`src/design/steer_pkg.sv`:
```
// Package for the steering agent: payload types, codes, datapath commands, saturation helpers
`timescale 1ns / 1ps
`default_nettype none

package steer_pkg;

    localparam int DataW = 32;
    localparam int CfgIdxW = 3;

    // command codes
    localparam logic [2:0] CMD_SEEK   = 3'd0;
    localparam logic [2:0] CMD_ARRIVE = 3'd1;
    localparam logic [2:0] CMD_REPEL  = 3'd2;
    localparam logic [2:0] CMD_CLEAR  = 3'd3;
    localparam logic [2:0] CMD_STEP   = 3'd4;

    // configuration register indexes
    localparam logic [CfgIdxW-1:0] CFG_MAX_SPEED    = 3'd0;
    localparam logic [CfgIdxW-1:0] CFG_MAX_FORCE    = 3'd1;
    localparam logic [CfgIdxW-1:0] CFG_SLOW_RADIUS  = 3'd2;
    localparam logic [CfgIdxW-1:0] CFG_REPEL_RADIUS = 3'd3;
    localparam logic [CfgIdxW-1:0] CFG_REPEL_SPAN   = 3'd4;
    localparam logic [CfgIdxW-1:0] CFG_REPEL_GAIN   = 3'd5;
    localparam logic [CfgIdxW-1:0] CFG_START_X      = 3'd6;
    localparam logic [CfgIdxW-1:0] CFG_START_Y      = 3'd7;

    // configuration reset values
    localparam logic [30:0] RST_MAX_SPEED    = 31'd262144;
    localparam logic [30:0] RST_MAX_FORCE    = 31'd6554;
    localparam logic [30:0] RST_SLOW_RADIUS  = 31'd6553600;
    localparam logic [30:0] RST_REPEL_RADIUS = 31'd3276800;
    localparam logic [30:0] RST_REPEL_SPAN   = 31'd6553600;
    localparam logic [16:0] RST_REPEL_GAIN   = 17'd1311;

    typedef struct packed {
        logic [2:0]         command;
        logic signed [31:0] target_x;
        logic signed [31:0] target_y;
    } in_t;

    typedef struct packed {
        logic signed [31:0] pos_x;
        logic signed [31:0] pos_y;
        logic signed [31:0] vel_x;
        logic signed [31:0] vel_y;
    } out_t;

    typedef enum logic [4:0] {
        OP_NONE,
        OP_LOAD,
        OP_DIFF_TP,
        OP_DIFF_PT,
        OP_VEL_ACC,
        OP_SQ_X,
        OP_SQ_Y,
        OP_LIMSQ,
        OP_SQRT_GO,
        OP_SET_SEEK,
        OP_SET_LIMIT,
        OP_SET_WEIGH,
        OP_DIV_X,
        OP_DIV_Y,
        OP_WB_X,
        OP_WB_Y,
        OP_ZERO_V,
        OP_STEER,
        OP_ACC_ADD,
        OP_GAIN_X,
        OP_GAIN_Y,
        OP_ACC_REP,
        OP_CLEAR_REP,
        OP_STEP_END,
        OP_EMIT
    } dp_op_t;

    typedef struct packed {
        logic len_zero;
        logic len_ge_radius;
        logic span_zero;
        logic within_limit;
        logic sqrt_done;
        logic div_done;
    } dp_status_t;

    localparam logic signed [65:0] SAT_MAX = 66'sd2147483647;
    localparam logic signed [65:0] SAT_MIN = -66'sd2147483648;

    function automatic logic signed [65:0] sx66(input logic signed [31:0] a);
        return {{34{a[31]}}, a};
    endfunction

    function automatic logic signed [31:0] sat32(input logic signed [65:0] v);
        logic signed [31:0] r;
        if (v > SAT_MAX) begin
            r = 32'sh7FFF_FFFF;
        end else if (v < SAT_MIN) begin
            r = 32'sh8000_0000;
        end else begin
            r = v[31:0];
        end
        return r;
    endfunction

    function automatic logic [31:0] mag32(input logic signed [31:0] a);
        return a[31] ? (~a + 32'd1) : a;
    endfunction

endpackage

`default_nettype wire

```
`src/design/steer_ctrl.sv`:
```
// Steering controller: sequences each command through the datapath and owns the handshakes
`timescale 1ns / 1ps
`default_nettype none

module steer_ctrl
    import steer_pkg::*;
(
    input  wire logic       clk,
    input  wire logic       rst_n,
    input  wire logic       in_valid,
    input  wire logic [2:0] in_cmd,
    output logic            in_stall,
    output logic            out_valid,
    input  wire logic       out_stall,
    input  wire dp_status_t status,
    output dp_op_t          op
);

    typedef enum logic [4:0] {
        S_IDLE,
        S_DIFF_TP,
        S_DIFF_PT,
        S_VEL_ACC,
        S_CLEAR,
        S_SQX,
        S_SQY,
        S_LIM_CHK,
        S_SQRT_GO,
        S_SQRT_WAIT,
        S_SEEK_CHK,
        S_REP_CHK,
        S_LIM_ENTER,
        S_LIM_SET,
        S_DIVX,
        S_DIVX_W,
        S_WBX,
        S_DIVY,
        S_DIVY_W,
        S_WBY,
        S_STEER,
        S_LIM_END,
        S_GAIN_X,
        S_GAIN_Y,
        S_ACC_REP,
        S_DONE
    } state_t;

    state_t     state_reg, state_next;
    logic [2:0] cmd_reg, cmd_next;
    logic       lim_reg, lim_next;
    logic       out_valid_reg, out_valid_next;

    assign in_stall  = (state_reg != S_IDLE);
    assign out_valid = out_valid_reg;

    always_comb
    begin
        state_next     = state_reg;
        cmd_next       = cmd_reg;
        lim_next       = lim_reg;
        out_valid_next = out_valid_reg && out_stall;
        op             = OP_NONE;
        unique case (state_reg)
            S_IDLE:
            begin
                if (in_valid)
                begin
                    op       = OP_LOAD;
                    cmd_next = in_cmd;
                    unique case (in_cmd)
                        CMD_SEEK, CMD_ARRIVE: state_next = S_DIFF_TP;
                        CMD_REPEL:            state_next = S_DIFF_PT;
                        CMD_CLEAR:            state_next = S_CLEAR;
                        CMD_STEP:             state_next = S_VEL_ACC;
                        default:              state_next = S_DONE;
                    endcase
                end
            end
            S_DIFF_TP:
            begin
                op         = OP_DIFF_TP;
                state_next = S_SQX;
            end
            S_DIFF_PT:
            begin
                op         = OP_DIFF_PT;
                state_next = S_SQX;
            end
            S_VEL_ACC:
            begin
                op         = OP_VEL_ACC;
                lim_next   = 1'b1;
                state_next = S_LIM_ENTER;
            end
            S_CLEAR:
            begin
                op         = OP_CLEAR_REP;
                state_next = S_DONE;
            end
            S_LIM_ENTER:
            begin
                op         = OP_LIMSQ;
                state_next = S_SQX;
            end
            S_SQX:
            begin
                op         = OP_SQ_X;
                state_next = S_SQY;
            end
            S_SQY:
            begin
                op         = OP_SQ_Y;
                state_next = lim_reg ? S_LIM_CHK : S_SQRT_GO;
            end
            S_LIM_CHK:
            begin
                state_next = status.within_limit ? S_LIM_END : S_SQRT_GO;
            end
            S_SQRT_GO:
            begin
                op         = OP_SQRT_GO;
                state_next = S_SQRT_WAIT;
            end
            S_SQRT_WAIT:
            begin
                if (status.sqrt_done)
                begin
                    priority if (lim_reg)
                    begin
                        state_next = S_LIM_SET;
                    end else if (cmd_reg == CMD_REPEL)
                    begin
                        state_next = S_REP_CHK;
                    end else begin
                        state_next = S_SEEK_CHK;
                    end
                end
            end
            S_SEEK_CHK:
            begin
                if (status.len_zero)
                begin
                    op         = OP_ZERO_V;
                    state_next = S_STEER;
                end else begin
                    op         = OP_SET_SEEK;
                    state_next = S_DIVX;
                end
            end
            S_REP_CHK:
            begin
                priority if (status.len_ge_radius)
                begin
                    state_next = S_DONE;
                end else if (status.span_zero)
                begin
                    state_next = S_GAIN_X;
                end else begin
                    op         = OP_SET_WEIGH;
                    state_next = S_DIVX;
                end
            end
            S_LIM_SET:
            begin
                op         = OP_SET_LIMIT;
                state_next = S_DIVX;
            end
            S_DIVX:
            begin
                op         = OP_DIV_X;
                state_next = S_DIVX_W;
            end
            S_DIVX_W:
            begin
                if (status.div_done)
                begin
                    state_next = S_WBX;
                end
            end
            S_WBX:
            begin
                op         = OP_WB_X;
                state_next = S_DIVY;
            end
            S_DIVY:
            begin
                op         = OP_DIV_Y;
                state_next = S_DIVY_W;
            end
            S_DIVY_W:
            begin
                if (status.div_done)
                begin
                    state_next = S_WBY;
                end
            end
            S_WBY:
            begin
                op = OP_WB_Y;
                priority if (lim_reg)
                begin
                    state_next = S_LIM_END;
                end else if (cmd_reg == CMD_REPEL)
                begin
                    state_next = S_GAIN_X;
                end else begin
                    state_next = S_STEER;
                end
            end
            S_STEER:
            begin
                op         = OP_STEER;
                lim_next   = 1'b1;
                state_next = S_LIM_ENTER;
            end
            S_LIM_END:
            begin
                lim_next   = 1'b0;
                op         = (cmd_reg == CMD_STEP) ? OP_STEP_END : OP_ACC_ADD;
                state_next = S_DONE;
            end
            S_GAIN_X:
            begin
                op         = OP_GAIN_X;
                state_next = S_GAIN_Y;
            end
            S_GAIN_Y:
            begin
                op         = OP_GAIN_Y;
                state_next = S_ACC_REP;
            end
            S_ACC_REP:
            begin
                op         = OP_ACC_REP;
                state_next = S_DONE;
            end
            S_DONE:
            begin
                // load the result once the output register is free or being taken
                if (!out_valid_reg || !out_stall)
                begin
                    op             = OP_EMIT;
                    out_valid_next = 1'b1;
                    state_next     = S_IDLE;
                end
            end
            default: state_next = S_IDLE;
        endcase
    end

    always_ff @(posedge clk or negedge rst_n)
    begin
        if (!rst_n)
        begin
            state_reg     <= S_IDLE;
            cmd_reg       <= CMD_SEEK;
            lim_reg       <= 1'b0;
            out_valid_reg <= 1'b0;
        end else begin
            state_reg     <= state_next;
            cmd_reg       <= cmd_next;
            lim_reg       <= lim_next;
            out_valid_reg <= out_valid_next;
        end
    end

endmodule

`default_nettype wire

```
`config.mk`:
```
export PLATFORM = sky130hd
export DESIGN_NAME = steer_ctrl
export DESIGN_NICKNAME = d
export VERILOG_FILES = /design/src/design/steer_pkg.sv /design/src/design/steer_ctrl.sv
export SDC_FILE = /design/constraint.sdc
export NUM_CORES = 1
export LEC_CHECK = 0
export ABC_AREA = 1
export ABC_CLOCK_PERIOD_IN_PS = 1630
export BUFFER_PORTS_ARGS = -buffer_cell sky130_fd_sc_hd__clkbuf_2
export CORE_MARGIN = 5
export CORE_UTILIZATION = 45
export DETAILED_ROUTE_END_ITERATION = 8
export GPL_ROUTABILITY_DRIVEN = 0
export PLACE_DENSITY_LB_ADDON = 0.3
export SKIP_LAST_GASP = 1
export SYNTH_ARGS = -nofsm -noshare
export SYNTH_HDL_FRONTEND = slang
export SYNTH_SLANG_ARGS = --single-unit
```
`constraint.sdc`:
```
create_clock -name clk -period 1.63 [get_ports clk]
set_input_delay 0.0815 -clock clk [delete_from_list [all_inputs] [get_ports clk]]
set_output_delay 0.0815 -clock clk [all_outputs]
set_load 0.005 [all_outputs]
```
==> metrics.cfg, run 1 <==
[power]
comb_power_share_pct = 77.0
clockPowerShare_pct = 5.3
switchingPower_mw = 1.664
power.internal_mw = 1.464
pwr-share-seq_pct = 17.8
p_leak_nw = 0.9408
p_sw_share_pct = 53.20
powerDensity_nw_per_um2 = 1853
ir_drop_v = 0.001356

[die]
core_area_um2 = 2500
die_w_um = 61.40
start_util_pct = 47.55
die_area_um2 = 3769
fp.dieH_um = 61.40
io_pins = 20
num_rows = 18

[place]
post_dp_cell_area_um2 = 1358
placed_cells = 267
port_buffers = 19
post-dp-hpwl_um = 2865

[worst_setup_path]
critPathMaxFanout = 8
crit_type = flip-flop to primary output
end_kind = primary output
r2r_cells = 11
arrival_ns = 1.67
crit_required_ns = 1.55
worstSetupStartpointType = flip-flop

[yosys]
netlist_instances = 213
yosys.cell_types.count = 21
synth_fa_ha_area_share_pct = 0
synth_simple_gate_area_share_pct = 62.00
muxShareOfSynthArea_pct = 0
synth_compound_area_share_pct = 6.421
syn_nets = 226
ys_async_sr_fraction_pct = 100.0
ys_seq_area_share_pct = 21.05
synth.top_cell.area_share_pct = 21.05
yosys-top-cells-count = 66 x nand2_1, 39 x nand3_1, 30 x nor2_1, 24 x inv_1
synth_edf_count = 0
avgSynthCellArea_um2 = 5.580
synth.cell_area_um2 = 1189
synth_area_leaders = dfrtp_1 21%, nand2_1 21%, nand3_1 16%
yosys.area.top_type = dfrtp_1
synth_seq_cells = 10
ys.flop_type = dfrtp_1
synth.most_common_cell = nand2_1
ys_warn_count = 0
synth_top_family_by_area = simple AND/OR/NAND/NOR gates
synth_xor_area_share_pct = 0

[clock_tree]
clkTransAtPathRegs_ns = 0.06
numClockSinks = 10
cts_made_buffers = 3
clk_latency_ns = 0.27
cts_buffer_depth = 2
cts_tree = built
clockRootBuffer = clkbuf_4
htree_levels = 1

[layout]
syn2layout_area_growth_pct = 42.00
stdcell_area_um2 = 1688
layout.nets = 275
layout.area.seq_um2 = 256.5
largest_reg_flops = 5
nFillCells = 196
layout-drive-gt1-share_pct = 38.08
finalNonFillerCells = 290
n_antenna_cell = 0
multiInputGateArea_um2 = 944.7

[run]
drv_cap = 0

[run_status]
status = finished with violations
violations = setup timing

[routing]
drc = 0
post_drt_wl_per_cell_um = 14.73
antenna_left = 0
via_per_inst = 5.838
drt_iter0_drc = 148
wl_um = 4272
vias = 1693
first_pass_iters = 7

[sta]
relSlewSlack_pct = 78.73
fmax_mhz = 570.8
min_period_ns = 1.752
hold_viol = 0
tightest_slew_ns = 0.3174
rsz0062_at_grt = yes
finalCritPeriodShare_pct = 107.5
slew_viol_final = 0
setup_violations = 7
finClkSkew_ns = 0.01241
layout_setup_ws_ns = -0.1218

[global_routing]
first_global_vias = 1484
grt_max_degree = 13
grt_pass1_wl_um = 6492
track_usage_pct = 23.03
grt_overflow = 0
antenna_found_initial = 0

[worst_hold_path]
hold_class = input pin to flip-flop
min_path_cells = 4

-- critical path: stages, from the launching register on --
cell and delay [ns]:
dfrtp_2 0.44, buf_6 0.15, buf_6 0.12, nor2_4 0.15, nand4_1 0.17, nor3b_2 0.20, nand4_1 0.06, buf_2 0.11
-- layout by cell type (no fill, tap or decap), types with 5 or more instances in the layout --
cell type	instances
nand2_1	57
nand3_1	30
nor2_1	25
buf_4	23
inv_1	22
clkbuf_2	16
nand2_2	11
o21ai_0	8
nand3_2	7
nand4_1	7
nor2_4	6
nor2_2	6
dfrtp_1	5
dfrtp_2	5
-- final cells by class --
type | count | share of cell area (%)
clock buffers | 3 | 1.334
repair buffers | 47 | 19.13
inverters | 27 | 6.153
well taps | 30 | 2.224
multi-input cells | 173 | 55.97
flip-flops and latches | 10 | 15.20
-- path summary, 6_finish.rpt --
| kind | from | to | slack (ns) |
|---|---|---|---|
| worst max-delay path | state_reg[4]$_DFFE_PN0P_ | op[0] | -0.12 |
| worst min-delay path | status[0] | state_reg[1]$_DFFE_PN0P_ | 0.09 |
| worst max register to register | state_reg[4]$_DFFE_PN0P_ | state_reg[1]$_DFFE_PN0P_ | -0.10 |
| worst min register to register | cmd_reg[2]$_DFFE_PN0P_ | cmd_reg[2]$_DFFE_PN0P_ | 0.51 |
| max in group asynchronous | rst_n | state_reg[2]$_DFFE_PN0P_ | 1.21 |
| min in group asynchronous | rst_n | state_reg[4]$_DFFE_PN0P_ | 0.20 |
-- routing by layer --
layer  track usage [%]  routed length [um]  vias to the layer above
met2             38.67                2113                      129
met5                 0                   0                        -
met4             8.182                 153                        0
met3             5.031                 433                       22
met1             29.08                1571                      758
li1                  -                   -                      784
-- what timing repair did --
item                                   CTS  global route
endpoints found under the hold margin   10             0
setup buffers                            7            12
setup endpoints to repair                6            10
pin swaps                                2            14
resized for setup                       16            33
hold buffers                             1             0
-- power groups by stage --
stage	logic (mW)	registers (mW)	clock network, mW
CTS	1.99	0.527	0.167
global route	2.65	0.574	0.180
global placement	1.82	0.514	0
floorplan	1.26	0.483	0
finish	2.41	0.556	0.165
detailed placement	1.80	0.518	0
-- kinds of logic (layout without fill, tap and decap cells) --
| kind of cell | count (synthesis) | in the layout |
|---|---|---|
| flops | 10 | 10 |
| compound gates | 13 | 13 |
| buf+inv | 30 | 77 |
| simple gates | 160 | 160 |
-- per-stage QoR --
stage / util, % / setup slack [ns] / hold slack [ns] / total power [mW] / TNS (ns)
after floorplan: - / 0.2485 / -0.2141 / 1.745 / 0
after global placement: 54.30 / -0.008322 / -0.04774 / 2.337 / -0.01614
after detailed placement: 54.30 / 0.01394 / -0.04461 / 2.322 / 0
after CTS: 59.61 / -0.06403 / 0.07698 / 2.687 / -0.2238
after global routing: 67.52 / -0.2055 / 0.09267 / 3.400 / -1.361
final: 67.52 / -0.1218 / 0.09310 / 3.127 / -0.5768
Note: power is estimated with default switching activity, not from simulation.
==> run 2, diff against run 1 <==
--- a/config.mk
+++ b/config.mk
@@ -6,11 +6,11 @@
 export NUM_CORES = 1
 export LEC_CHECK = 0
 export ABC_AREA = 1
-export ABC_CLOCK_PERIOD_IN_PS = 1630
-export BUFFER_PORTS_ARGS = -buffer_cell sky130_fd_sc_hd__clkbuf_2
+export ABC_CLOCK_PERIOD_IN_PS = 1500
 export CORE_MARGIN = 5
 export CORE_UTILIZATION = 45
 export DETAILED_ROUTE_END_ITERATION = 8
+export DONT_BUFFER_PORTS = 1
 export GPL_ROUTABILITY_DRIVEN = 0
 export PLACE_DENSITY_LB_ADDON = 0.3
 export SKIP_LAST_GASP = 1
==> constraint.sdc (replaced) <==
create_clock -name clk -period 1.5 [get_ports clk]
set_input_delay 0.075 -clock clk [delete_from_list [all_inputs] [get_ports clk]]
set_output_delay 0.075 -clock clk [all_outputs]
set_load 0.005 [all_outputs]
==> run 2 against run 1 <==
Net effect:
- the flow still finishes with violations (setup timing)
- flip-flop and latch count unchanged
- final area up 3.6%
- sequential power up 7.0%
- largest cell class unchanged
==> metrics.cfg, run 2 (synthesis results as in run 1) <==
[run_status]
status = finished with violations
violations = setup timing

[die]
io_pins = 20
num_rows = 18
die_w_um = 61.40
fp.dieH_um = 61.40
core_area_um2 = 2500
die_area_um2 = 3769
start_util_pct = 47.55

[routing]
via_per_inst = 5.804
vias = 1631
drc = 0
first_pass_iters = 6
antenna_left = 0
wl_um = 4305
post_drt_wl_per_cell_um = 15.32
drt_iter0_drc = 97

[sta]
tightest_slew_ns = 0.4196
relSlewSlack_pct = 71.93
fmax_mhz = 607.3
finalCritPeriodShare_pct = 109.8
final.setup.tns_ns = -0.9155
setup_violations = 10
rsz0062_at_grt = yes
finClkSkew_ns = 0.003013
min_period_ns = 1.647
hold_viol = 0
layout_setup_ws_ns = -0.1466
slew_viol_final = 0

[layout]
largest_reg_flops = 5
final_cell_mix = 58 x nand2_1, 31 x nand3_1, 25 x buf_4, 23 x nor2_1, 19 x inv_1
finish.utilization_pct = 69.97
layout-drive-gt1-share_pct = 34.66
nFillCells = 199
stdcell_area_um2 = 1749
n_antenna_cell = 0
layout.nets = 265
final_common_cell = nand2_1
syn2layout_area_growth_pct = 47.16
finalNonFillerCells = 281

[place]
placed_cells = 262
port_buffers = 0
post_dp_cell_area_um2 = 1393
post-dp-hpwl_um = 3050

[power]
power.internal_mw = 1.683
powerDensity_nw_per_um2 = 2042
p_leak_nw = 0.9399
comb_power_share_pct = 76.7
p_sw_share_pct = 52.89
ir_drop_v = 0.001489
switchingPower_mw = 1.890
pwr-share-seq_pct = 16.6
p_total_mw = 3.572
clockPowerShare_pct = 6.6

[clock_tree]
cts_tree = built
clk_latency_ns = 0.26
clkTransAtPathRegs_ns = 0.06
numClockSinks = 10
htree_levels = 1
cts_made_buffers = 3
cts_buffer_depth = 2
clockRootBuffer = clkbuf_4

[worst_setup_path]
slowest_stage = dfrtp_2
end_kind = primary output
critPathMostFrequentCell = nand4_1
worstSetupStartpointType = flip-flop
slowest_delay_ns = 0.41
crit_type = flip-flop to primary output
path_cells = inv_2, nor2_4, buf_12, nand4_1, nor3b_2, nand4_1
crit_required_ns = 1.42
critPathMaxFanout = 6
path_delay_family = simple AND/OR/NAND/NOR gates
arrival_ns = 1.57
worst-path-buf-inv = 2

[global_routing]
grt_max_degree = 11
grt_overflow = 0
track_usage_pct = 24.86
antenna_found_initial = 0
first_global_vias = 1539
grt_pass1_wl_um = 6810

[run]
drv_cap = 0

[worst_hold_path]
hold_class = input pin to flip-flop

-- run 2: path summary, 6_finish.rpt --
path                                          start                       end  slack, ns  cells past startpoint
max in group asynchronous                     rst_n  state_reg[4]$_DFFE_PN0P_       1.00                      1
hold reg to reg              cmd_reg[2]$_DFFE_PN0P_    cmd_reg[2]$_DFFE_PN0P_       0.49                      2
min in group asynchronous                     rst_n    cmd_reg[1]$_DFFE_PN0P_       0.18                      1
setup reg to reg           state_reg[2]$_DFFE_PN0P_  state_reg[0]$_DFFE_PN0P_      -0.12                      8
setup / recovery           state_reg[3]$_DFFE_PN0P_                     op[0]      -0.15                      6
hold / removal                            in_cmd[2]    cmd_reg[2]$_DFFE_PN0P_       0.01                      2
-- run 2: per-layer routing --
metal  GRT usage, %  share of wire (%)  wire length (um)
met5              0                  0                 0
met4          10.61                3.4               148
met3          5.241                 10               448
met2          41.09                 50              2138
met1          31.33                 36              1570
-- run 2: area by class of cell --
class | instances | area (um2) | share of cell area, %
tap | 30 | 37.54 | 2.146
multi-input combinational | 173 | 975.9 | 55.79
clock buffer | 4 | 36.28 | 2.074
sequential | 10 | 256.5 | 14.66
inverter | 27 | 108.9 | 6.223
timing repair buffer | 37 | 334.1 | 19.10
-- run 2: power groups by stage --
stage	Sequential [mW]	Combinational, mW	Clock [mW]
after floorplan	0.524	1.37	0
after detailed placement	0.559	2.07	0
final	0.595	2.74	0.237
after global routing	0.609	2.96	0.264
after CTS	0.586	2.48	0.241
after global placement	0.554	2.06	0
-- run 2: stage by stage --
step / setup slack [ns] / hold WS (ns)
floorplan: 0.1185 / -0.2206
global placement: -0.03533 / -0.2204
detailed placement: -0.04595 / -0.2204
CTS: -0.09223 / 0.006122
global route: -0.2092 / 0.01140
finish: -0.1466 / 0.01069
-- run 2: worst register-to-register path: cells and delay by family (launching register included) --
family          cells  cell delay, ns
simple gates        5            0.61
flops               1            0.48
compound gates      2            0.33
buf+inv             1            0.14
-- run 2: timing repair --
action / 4_1_cts / 5_1_grt
endpoints found under the setup margin: 11 / 10
hold endpoints to repair: 13 / 1
gates resized for setup: 38 / 19
hold buffers: 4 / 1
buffers inserted: 11 / 0
pin swaps: 13 / 17
==> run 3, diff against run 2 <==
--- a/config.mk
+++ b/config.mk
@@ -5,7 +5,7 @@
 export SDC_FILE = /design/constraint.sdc
 export NUM_CORES = 1
 export LEC_CHECK = 0
-export ABC_AREA = 1
+export ABC_AREA = 0
 export ABC_CLOCK_PERIOD_IN_PS = 1500
 export CORE_MARGIN = 5
 export CORE_UTILIZATION = 45
==> run 3 against run 2 <==
Net effect:
- the flow still finishes with violations (setup timing)
- clock skew about the same
- via count increased by 15%
- combinational power is 55% higher
- cell count down 6.0%
- sequential share of layout area is 2.2 points lower
- hold slack better by 0.042 ns
- synthesized cell count down 16%
- synthesized area grew 8.8%
- register-to-register slack lost 0.24 ns
- critical endpoint is now state_reg[1]$_DFFE_PN0P_
- largest power group unchanged
- highest routed layer unchanged
==> metrics.cfg, run 3 <==
[power]
powerDensity_nw_per_um2 = 2442
p_total_mw = 4.966
power.internal_mw = 2.570
p_sw_share_pct = 48.25
comb_power_share_pct = 85.4
p_leak_nw = 0.8567
pwr-share-seq_pct = 11.0
switchingPower_mw = 2.396
clockPowerShare_pct = 3.6
ir_drop_v = 0.001699

[routing]
post_drt_wl_per_cell_um = 22.28
first_pass_iters = 5
drt_iter0_drc = 239
wl_um = 5883
via_per_inst = 7.129
vias = 1882
drc = 0
antenna_left = 0

[worst_setup_path]
arrival_ns = 2.01
r2r_cells = 8
crit_required_ns = 1.64
crit_type = flip-flop to flip-flop
worstSetupStartpointType = flip-flop
r2r-start = state_reg[0]$_DFFE_PN0P_
worstSetupStartpoint = state_reg[0]$_DFFE_PN0P_
critPathMaxFanout = 5
end_kind = flip-flop

[place]
post-dp-hpwl_um = 3490
post_dp_cell_area_um2 = 1605
port_buffers = 0
dpl_worst_slack_ns = -0.2841

[yosys]
yosys.cell_types.count = 54
synth_edf_count = 0
synth.top_cell.area_share_pct = 19.34
yosys-top-cells-count = 19 x nand2_1, 15 x nor2_1, 12 x a21oi_1, 11 x buf_2
ys_async_sr_fraction_pct = 100.0
synth_seq_cells = 10
netlist_instances = 179
yosys.area.top_type = dfrtp_1
ys_warn_count = 0
synth.most_common_cell = nand2_1
ys.flop_type = dfrtp_1
syn_nets = 192
ys_seq_area_share_pct = 19.34
synth_area_leaders = dfrtp_1 19%, nand2_1 5.5%, nor2b_1 4.8%
avgSynthCellArea_um2 = 7.228
synth.cell_area_um2 = 1294

[die]
num_rows = 19
die_w_um = 63.62
io_pins = 20
fp.dieH_um = 63.62
start_util_pct = 46.91
die_area_um2 = 4048
core_area_um2 = 2758

[global_routing]
first_global_vias = 1849
grt_most_used_layer = met2
grt_max_degree = 17
antenna_found_initial = 0
track_usage_pct = 26.25
grt_use_met3_pct = 6.394
grt_pass1_wl_um = 8549
grt_use_met1_pct = 29.97
grt_use_met2_pct = 42.39
grt_overflow = 0

[sta]
slew_viol_final = 0
finClkSkew_ns = 0.003493
hold_viol = 0
finalCritPeriodShare_pct = 124.2
layout_setup_ws_ns = -0.3635
hold_slack_ns = 0.05309
final.setup.tns_ns = -2.925
setup_violations = 14
min_period_ns = 1.864
rsz0062_at_grt = yes
tightest_slew_ns = 0.4690
relSlewSlack_pct = 68.67
fmax_mhz = 536.6

[layout]
nFillCells = 168
final_cell_mix = 47 x buf_4, 18 x nand2_1, 18 x buf_6, 9 x nor2_1, 8 x dfrtp_1
stdcell_area_um2 = 2033
syn2layout_area_growth_pct = 57.16
layout.nets = 248
final_common_cell = buf_4
layout.area.seq_um2 = 252.7
n_antenna_cell = 0
largest_reg_flops = 5
multiInputGateArea_um2 = 1111
layout-drive-gt1-share_pct = 45.92

[run_status]
status = finished with violations
violations = setup timing

[clock_tree]
clockRootBuffer = clkbuf_4
cts_tree = built
clk_latency_ns = 0.26
clkTransAtPathRegs_ns = 0.06
cts_buffer_depth = 2
numClockSinks = 10
cts_made_buffers = 3
htree_levels = 1

[worst_hold_path]
hold_start = out_stall
hold_class = input pin to flip-flop
min_path_cells = 2

[run]
drv_cap = 0

## run 3: timing repair
action | in CTS | in global routing
hold buffers | 4 | 0
setup endpoints to repair | 15 | 14
pin swaps | 8 | 15
hold endpoints to repair | 13 | 0
setup buffers | 10 | 8
resized for setup | 35 | 32
## run 3: stage by stage
step	cells	util (%)
after floorplan	179	-
after CTS	257	67.56
after detailed placement	240	58.21
after global placement	240	58.21
final	264	73.73
after global routing	264	73.73
## run 3: worst max-delay path, stage by stage, from the launching register on
cell and delay [ns]:
dfrtp_2 0.44, buf_6 0.14, buf_4 0.13, nor3b_1 0.15, buf_4 0.14, o21ai_1 0.21, o311a_1 0.25, o311a_1 0.20
o21ai_1 0.08
## run 3: power groups by stage
stage | clock [mW] | combinational, mW | sequential, mW
floorplan | 0 | 1.95 | 0.471
global placement | 0 | 3.00 | 0.509
detailed placement | 0 | 3.06 | 0.523
CTS | 0.181 | 3.60 | 0.521
global route | 0.202 | 4.45 | 0.561
finish | 0.179 | 4.24 | 0.547
## run 3: layout make-up
type,count,area share [%]
Tap cell,31,1.908
Multi-Input combinational cell,148,54.65
Inverter,3,0.6154
Clock buffer,3,1.108
Timing Repair Buffer,69,29.29
Sequential cell,10,12.43
## run 3: metal layers
metal	vias to the layer above	wire, um
met5	-	0
met4	0	373
met3	46	793
met2	188	2715
met1	859	2001
li1	789	-
## run 3: cell families (layout without fill, tap and decap cells)
logic type,after synthesis,count (layout),share of synthesized area (%)
multiplexers,5,5,4.642
flip-flops,10,10,19.34
XOR/XNOR,2,2,1.354
buffers and inverters,21,75,8.124
AO/OA/AOI/OAI,63,63,34.43
AND/OR/NAND/NOR,78,78,32.11
## run 3: final timing paths
| path | slack (ns) | endpoint |
|---|---|---|
| min | 0.05 | out_valid$_DFF_PN0_ |
| max reg2reg | -0.36 | state_reg[1]$_DFFE_PN0P_ |
| max in group asynchronous | 0.97 | state_reg[0]$_DFFE_PN0P_ |
| min reg2reg | 0.55 | cmd_reg[2]$_DFFE_PN0P_ |
| min in group asynchronous | 0.19 | state_reg[4]$_DFFE_PN0P_ |
| max | -0.36 | state_reg[1]$_DFFE_PN0P_ |
